**src/rtl/mnota_pkg.sv**
```systemverilog
// Shared types, codes and constants for the MIDI note-on trigger and accent block.
package mnota_pkg;

   localparam int VOICE_COUNT_DEFAULT = 16;
   localparam int TABLE_DEPTH         = 16;
   localparam int VOICE_W             = 4;
   localparam int BYTE_W              = 8;
   localparam int MASK_W              = 16;
   localparam int CSR_INDEX_W         = 1;
   localparam int CSR_DATA_W          = 8;

   localparam logic [BYTE_W-1:0] LISTEN_STATUS_RESET   = 8'd152;
   localparam logic [BYTE_W-1:0] VOICE_NOTE_BASE_RESET = 8'd24;

   localparam logic [CSR_INDEX_W-1:0] CSR_LISTEN_STATUS   = 1'b0;
   localparam logic [CSR_INDEX_W-1:0] CSR_VOICE_NOTE_BASE = 1'b1;

   localparam logic OP_RX_BYTE   = 1'b0;
   localparam logic OP_SCAN_TICK = 1'b1;

   localparam logic KIND_TRIGGER = 1'b0;
   localparam logic KIND_ACCENT  = 1'b1;

   typedef enum logic [1:0] {
      STAGE_WAIT = 2'd0,
      STAGE_NOTE = 2'd1,
      STAGE_VEL  = 2'd2
   } stage_type;

   typedef struct packed {
      logic              op;
      logic [BYTE_W-1:0] rx_byte;
   } req_type;

   typedef struct packed {
      logic               kind;
      logic [MASK_W-1:0]  trigger_mask;
      logic [VOICE_W-1:0] voice_index;
      logic [BYTE_W-1:0]  accent_level;
      logic               note_in_range;
   } rsp_type;

   typedef struct packed {
      logic               wr_en;
      logic [VOICE_W-1:0] wr_voice;
      logic [BYTE_W-1:0]  wr_level;
   } table_wr_type;

endpackage

```
**src/rtl/midi_note_on_trigger_accent.sv**
```systemverilog
// Top level of the MIDI note-on trigger and accent block.
//
//   channel  direction  handshake          payload
//   req_     in         req_valid/stall    mnota_pkg::req_type (op, rx_byte)
//   rsp_     out        rsp_valid/stall    mnota_pkg::rsp_type
//   csr_     in         csr_write_enable   csr_index, csr_wdata
//
// One request is taken per cycle while req_stall is low; its result, if any, shows in
// the next cycle from a single output register.
// The output register sets the rate: req_stall rises only while it holds a
// result and rsp_stall is high.
// Synchronous active-high reset clears the parser, scan pointer, accent table
// and output valid; no clearing pass is needed.
module midi_note_on_trigger_accent #(
   parameter int VOICE_COUNT = mnota_pkg::VOICE_COUNT_DEFAULT
) (
   input  logic                              clock,
   input  logic                              reset,
   input  logic                              req_valid,
   output logic                              req_stall,
   input  mnota_pkg::req_type                req_data,
   output logic                              rsp_valid,
   input  logic                              rsp_stall,
   output mnota_pkg::rsp_type                rsp_data,
   input  logic                              csr_write_enable,
   input  logic [mnota_pkg::CSR_INDEX_W-1:0] csr_index,
   input  logic [mnota_pkg::CSR_DATA_W-1:0]  csr_wdata
);

   logic [mnota_pkg::BYTE_W-1:0]  listen_status_ff;
   logic [mnota_pkg::BYTE_W-1:0]  note_base_ff;
   logic                          rsp_valid_ff, rsp_valid_in;
   mnota_pkg::rsp_type            rsp_data_ff, rsp_data_in;
   logic                          req_take;
   logic                          byte_en;
   logic                          scan_en;
   logic                          trig_valid;
   mnota_pkg::rsp_type            trig_rsp;
   mnota_pkg::table_wr_type       table_wr;
   logic [mnota_pkg::VOICE_W-1:0] scan_index;
   logic [mnota_pkg::BYTE_W-1:0]  scan_level;

   assign req_stall = rsp_valid_ff & rsp_stall;
   assign req_take  = req_valid & ~req_stall;
   assign byte_en   = req_take & (req_data.op == mnota_pkg::OP_RX_BYTE);
   assign scan_en   = req_take & (req_data.op == mnota_pkg::OP_SCAN_TICK);
   assign rsp_valid = rsp_valid_ff;
   assign rsp_data  = rsp_data_ff;

   mnota_parser #(
      .VOICE_COUNT(VOICE_COUNT)
   ) u_parser (
      .clock         (clock),
      .reset         (reset),
      .byte_en       (byte_en),
      .rx_byte       (req_data.rx_byte),
      .listen_status (listen_status_ff),
      .note_base     (note_base_ff),
      .trig_valid    (trig_valid),
      .trig_rsp      (trig_rsp),
      .table_wr      (table_wr)
   );

   mnota_accent #(
      .VOICE_COUNT(VOICE_COUNT)
   ) u_accent (
      .clock      (clock),
      .reset      (reset),
      .scan_en    (scan_en),
      .table_wr   (table_wr),
      .scan_index (scan_index),
      .scan_level (scan_level)
   );

   // load a new result, drain a taken one, hold a stalled one
   always_comb begin
      rsp_valid_in = rsp_valid_ff;
      rsp_data_in  = rsp_data_ff;
      if (scan_en) begin
         rsp_valid_in             = 1'b1;
         rsp_data_in              = '0;
         rsp_data_in.kind         = mnota_pkg::KIND_ACCENT;
         rsp_data_in.voice_index  = scan_index;
         rsp_data_in.accent_level = scan_level;
      end else if (trig_valid) begin
         rsp_valid_in = 1'b1;
         rsp_data_in  = trig_rsp;
      end else if (!rsp_stall) begin
         rsp_valid_in = 1'b0;
      end
   end

   always_ff @(posedge clock) begin
      if (reset) begin
         rsp_valid_ff     <= 1'b0;
         listen_status_ff <= mnota_pkg::LISTEN_STATUS_RESET;
         note_base_ff     <= mnota_pkg::VOICE_NOTE_BASE_RESET;
      end else begin
         rsp_valid_ff <= rsp_valid_in;
         if (csr_write_enable) begin
            case (csr_index)
               mnota_pkg::CSR_LISTEN_STATUS:   listen_status_ff <= csr_wdata;
               mnota_pkg::CSR_VOICE_NOTE_BASE: note_base_ff     <= csr_wdata;
               default: begin
               end
            endcase
         end
      end
   end

   always_ff @(posedge clock) begin
      rsp_data_ff <= rsp_data_in;
   end

endmodule

```
**src/rtl/mnota_parser.sv**
```systemverilog
// Three-stage note-on parser: status match, note to trigger mask, velocity to table write.
module mnota_parser #(
   parameter int VOICE_COUNT = mnota_pkg::VOICE_COUNT_DEFAULT
) (
   input  logic                          clock,
   input  logic                          reset,
   input  logic                          byte_en,
   input  logic [mnota_pkg::BYTE_W-1:0]  rx_byte,
   input  logic [mnota_pkg::BYTE_W-1:0]  listen_status,
   input  logic [mnota_pkg::BYTE_W-1:0]  note_base,
   output logic                          trig_valid,
   output mnota_pkg::rsp_type            trig_rsp,
   output mnota_pkg::table_wr_type       table_wr
);

   localparam logic [mnota_pkg::BYTE_W-1:0] VOICE_LIMIT = mnota_pkg::BYTE_W'(VOICE_COUNT);

   mnota_pkg::stage_type                  stage_ff, stage_in;
   logic [mnota_pkg::VOICE_W-1:0]         pending_voice_ff, pending_voice_in;
   logic                                  pending_valid_ff, pending_valid_in;
   logic [mnota_pkg::BYTE_W-1:0]          voice_offset;
   logic                                  in_range;

   assign voice_offset = rx_byte - note_base;
   assign in_range     = (voice_offset < VOICE_LIMIT);

   // next state
   always_comb begin
      stage_in = stage_ff;
      if (byte_en) begin
         case (stage_ff)
            mnota_pkg::STAGE_WAIT: begin
               if (rx_byte == listen_status) begin
                  stage_in = mnota_pkg::STAGE_NOTE;
               end
            end
            mnota_pkg::STAGE_NOTE: stage_in = mnota_pkg::STAGE_VEL;
            mnota_pkg::STAGE_VEL:  stage_in = mnota_pkg::STAGE_WAIT;
            default:               stage_in = mnota_pkg::STAGE_WAIT;
         endcase
      end
   end

   // outputs
   always_comb begin
      pending_voice_in       = pending_voice_ff;
      pending_valid_in       = pending_valid_ff;
      trig_valid             = 1'b0;
      trig_rsp               = '0;
      trig_rsp.kind          = mnota_pkg::KIND_TRIGGER;
      table_wr.wr_en         = 1'b0;
      table_wr.wr_voice      = pending_voice_ff;
      table_wr.wr_level      = rx_byte;
      if (byte_en) begin
         case (stage_ff)
            mnota_pkg::STAGE_NOTE: begin
               trig_valid             = 1'b1;
               pending_valid_in       = in_range;
               trig_rsp.note_in_range = in_range;
               if (in_range) begin
                  pending_voice_in      = voice_offset[mnota_pkg::VOICE_W-1:0];
                  trig_rsp.trigger_mask =
                     mnota_pkg::MASK_W'(1) << voice_offset[mnota_pkg::VOICE_W-1:0];
               end
            end
            mnota_pkg::STAGE_VEL: begin
               table_wr.wr_en = pending_valid_ff;
            end
            default: begin
            end
         endcase
      end
   end

   always_ff @(posedge clock) begin
      if (reset) begin
         stage_ff         <= mnota_pkg::STAGE_WAIT;
         pending_voice_ff <= '0;
         pending_valid_ff <= 1'b0;
      end else begin
         stage_ff         <= stage_in;
         pending_voice_ff <= pending_voice_in;
         pending_valid_ff <= pending_valid_in;
      end
   end

endmodule

```
**src/rtl/mnota_accent.sv**
```systemverilog
// Accent level table with round-robin scan pointer.
module mnota_accent #(
   parameter int VOICE_COUNT = mnota_pkg::VOICE_COUNT_DEFAULT
) (
   input  logic                           clock,
   input  logic                           reset,
   input  logic                           scan_en,
   input  mnota_pkg::table_wr_type        table_wr,
   output logic [mnota_pkg::VOICE_W-1:0]  scan_index,
   output logic [mnota_pkg::BYTE_W-1:0]   scan_level
);

   localparam logic [mnota_pkg::VOICE_W-1:0] LAST_VOICE = mnota_pkg::VOICE_W'(VOICE_COUNT - 1);

   logic [mnota_pkg::BYTE_W-1:0]  table_ff [mnota_pkg::TABLE_DEPTH];
   logic [mnota_pkg::VOICE_W-1:0] ptr_ff, ptr_in;

   assign scan_index = ptr_ff;
   assign scan_level = table_ff[ptr_ff];

   always_comb begin
      ptr_in = ptr_ff;
      if (scan_en) begin
         if (ptr_ff == LAST_VOICE) begin
            ptr_in = '0;
         end else begin
            ptr_in = ptr_ff + 1'b1;
         end
      end
   end

   always_ff @(posedge clock) begin
      if (reset) begin
         ptr_ff <= '0;
         for (int i = 0; i < mnota_pkg::TABLE_DEPTH; i++) begin
            table_ff[i] <= '0;
         end
      end else begin
         ptr_ff <= ptr_in;
         if (table_wr.wr_en) begin
            table_ff[table_wr.wr_voice] <= table_wr.wr_level;
         end
      end
   end

endmodule

```
**config.mk**
```make
export PLATFORM = sky130hd
export DESIGN_NAME = midi_note_on_trigger_accent
export DESIGN_NICKNAME = d
export VERILOG_FILES = /design/src/rtl/mnota_pkg.sv /design/src/rtl/midi_note_on_trigger_accent.sv /design/src/rtl/mnota_parser.sv /design/src/rtl/mnota_accent.sv
export SDC_FILE = /design/constraint.sdc
export NUM_CORES = 1
export LEC_CHECK = 0
export BUFFER_PORTS_ARGS = -buffer_cell sky130_fd_sc_hd__buf_2
export CORE_MARGIN = 1.5
export CORE_UTILIZATION = 50
export DETAILED_ROUTE_END_ITERATION = 10
export PLACE_DENSITY = 0.76
export RECOVER_POWER = 50
export SLEW_MARGIN = 25
export SYNTH_ARGS = -nofsm -noshare
export SYNTH_HDL_FRONTEND = slang
export SYNTH_SLANG_ARGS = --single-unit
export TNS_END_PERCENT = 50
```
**constraint.sdc**
```tcl
create_clock -name clock -period 5.1 [get_ports clock]
set_input_delay 0.255 -clock clock [delete_from_list [all_inputs] [get_ports clock]]
set_output_delay 0.255 -clock clock [all_outputs]
set_load 0.02 [all_outputs]
```
==> qor.csv <==
metric;value;unit
ff2ff_path_depth;5;
drc;0;
end_kind;register;
max-clock-path-buffers;2;
drv_cap;1;
cts_tree;done;
grtUsageMet2;0.368;
core;16700;um2
die-area;18100;um2
grtUsageTotal;0.212;
holdBufCountCts;0;
cts_inserted_buffers;17;
rows;47;
die_x;134;um
grt_pass1_wl;28.6;mm
antenna_found_initial;0;
crit_path_start_kind;primary input;
rsz0062_at_grt;false;
portBuffers;54;
hpwl;12.8;mm
synthesis.area;8630;um2
met3_usage;0.0321;
wire_per_inst;19.4;um
violations;capacitance limit, slew limit;
drive_above_1_share;0.161;
p_per_area;344;nW/um2
yosys_most_used_dff;edfxtp_1;
clk_latency;0.43;ns
fin_crit;3.28;ns
htreeDepth;4;
start_util;0.517;
grt_remaining_overflow;0;
required;5.22;ns
r2r-start;rsp_valid$_SDFFE_PP0P_;
worst_ep_arrival_time;3.41;ns
status;finished, violations left;
clock-sinks;190;
slew_violations;50;
cts_setup_buffers;0;
path_class;primary input to register;
synthCells;662;
synth.net_count;695;
syn_area_per_cell;13.0;um2
hold_viol_final;0;
finalCritPeriodShare;0.644;
fp.dieH;134;um
fmax;305;MHz
ys_async_sr_fraction;0;
setup.worst_path.start;reset;
synth_edf_count;140;
yosysUniqueCellTypes;51;
grtUsageMet1;0.266;
drtIter0Drc;482;
crit_end;u_accent.table_ff[0][7]$_SDFFCE_PN0P_;
fin_nets;730;
diodes;0;
leakage;0.00328;uW
syn_to_final_growth;11.1;%
r2r_slack;2.19;ns
routed_wl;18.0;mm
post_cts_resized;0;
vdd_drop_max;259;uV
slew_headroom;-0.344;
routabilityCongestion;0.830;
drtAntennaViolNets;0;
worst_pin_slew;2.02;ns
hold_slack;0.0551;ns
path_max_fanout;49;
fin_skew;0.00687;ns
dr.pass1.iters;5;
grt_max_degree;50;
hold_class;primary input to register;
routed_via_density;5.67;
grt_pass1_vias;5319;
clockRootBuffer;clkbuf_16;
setup_tns;0;ns
grt.busiest_layer;met2;
clkTransAtPathRegs;0.07;ns
finalSetupViolations;0;
vias;5270;
num_io_pins;55;
ys_seq_area_frac;0.603;
ys_ff_latch;190;
synth_warnings;0;
r2r-end;u_accent.table_ff[0][7]$_SDFFCE_PN0P_;
[where the power goes]
| group | switching, uW | internal [uW] |
|---|---|---|
| registers | 22.9 | 1710 |
| logic | 150 | 88.4 |
| clock network | 570 | 750 |
| total | 743 | 2550 |
[synthesized netlist by cell type, drive strengths merged (9+ instances only)]
library cell	instances	share of area
o31ai	17	0.015
inv	10	0.0043
xor2	11	0.011
nor2	23	0.011
edfxtp	140	0.49
clkbuf	34	0.015
nor3	30	0.017
or2	17	0.012
nand2	68	0.030
dfxtp	50	0.12
nor4	12	0.0087
mux4	40	0.10
ha	9	0.013
and2	109	0.079
a21oi	21	0.012
[layout make-up]
type	count	area [um2]
clock buffers	24	539
multi-input cells	419	3210
repair buffers	57	248
well taps	220	275
inverters	12	45.0
flip-flops and latches	190	5210
clock inverters	8	63.8
fillers	1350	7110
[cell usage in the layout, fill, tap and decap left out, types with 3 or more instances in the layout]
master	instances
nand3_1	5
xor2_1	11
o21a_1	3
o21ai_0	4
clkbuf_1	35
a21oi_1	21
ha_1	9
inv_1	10
nor3_1	30
and2_0	49
nor4_1	12
nor2_1	23
a21o_1	3
nand3b_1	8
and2_1	60
mux4_2	40
nand2_1	68
edfxtp_1	140
dfxtp_1	49
buf_2	21
o31ai_1	17
nand2b_1	6
or2_2	14
or2_1	3
nor2b_1	6
clkbuf_16	20
[flip-flops by register name, summed over array words and instances (netlist names), named ones only]
| register | flops |
|---|---|
| u_accent.table_ff | 128 |
| u_parser.pending_valid_ff | 1 |
| note_base_ff | 8 |
| u_parser.pending_voice_ff | 4 |
| rsp_valid | 1 |
| u_accent.scan_index | 4 |
| u_parser.stage_ff | 2 |
| rsp_data | 30 |
| listen_status_ff | 8 |
[per-layer routing]
layer  up-vias  share of wire
li1       2485              -
met1      2584           0.41
met2       172           0.52
met3        29          0.044
met4         0          0.021
met5         -              0
[worst min path at each step]
stage	from	to	slack (ns)	cells after the start
after floorplan	csr_wdata[7]	listen_status_ff[7]$_SDFFE_PP1P_	0.38	2
after global placement	rsp_data[29]$_SDFFE_PP1P_	rsp_data[29]$_SDFFE_PP1P_	0.43	2
after detailed placement	rsp_data[29]$_SDFFE_PP1P_	rsp_data[29]$_SDFFE_PP1P_	0.44	2
after CTS	csr_wdata[7]	listen_status_ff[7]$_SDFFE_PP1P_	0.05	3
after global routing	csr_wdata[7]	listen_status_ff[7]$_SDFFE_PP1P_	0.07	3
final	csr_wdata[7]	listen_status_ff[7]$_SDFFE_PP1P_	0.06	3
[cells by family after synthesis]
logic type	Yosys count	share of synthesized area
buffers and inverters	53	0.0245
AO/OA/AOI/OAI	62	0.0529
flip-flops	190	0.603
AND/OR/NAND/NOR	290	0.182
XOR/XNOR	13	0.0132
multiplexers	44	0.109
adder cells (fa/ha/maj)	10	0.0154
[worst max-delay path, stage by stage]
cell      delay (ns)
clkbuf_1        0.74
nand3b_1        0.45
nor4_1          0.44
or3b_1          0.61
nor3_1          0.56
or2_2           0.34
[stage by stage]
stage / worst slack, ns / cell area [um2] / utilization / std cells / total power [uW]
finish: 1.82 / 9590 / 0.574 / 930 / 3290
global route: 1.53 / 9590 / 0.574 / 930 / 3390
CTS: 2.18 / 9640 / 0.577 / 930 / 3300
detailed placement: 1.92 / 9040 / 0.541 / 898 / 2010
global placement: 2.01 / 9040 / 0.541 / 898 / 2000
floorplan: 2.43 / 8630 / - / 662 / 1930
No activity file was read; power rests on OpenSTA's default activity.
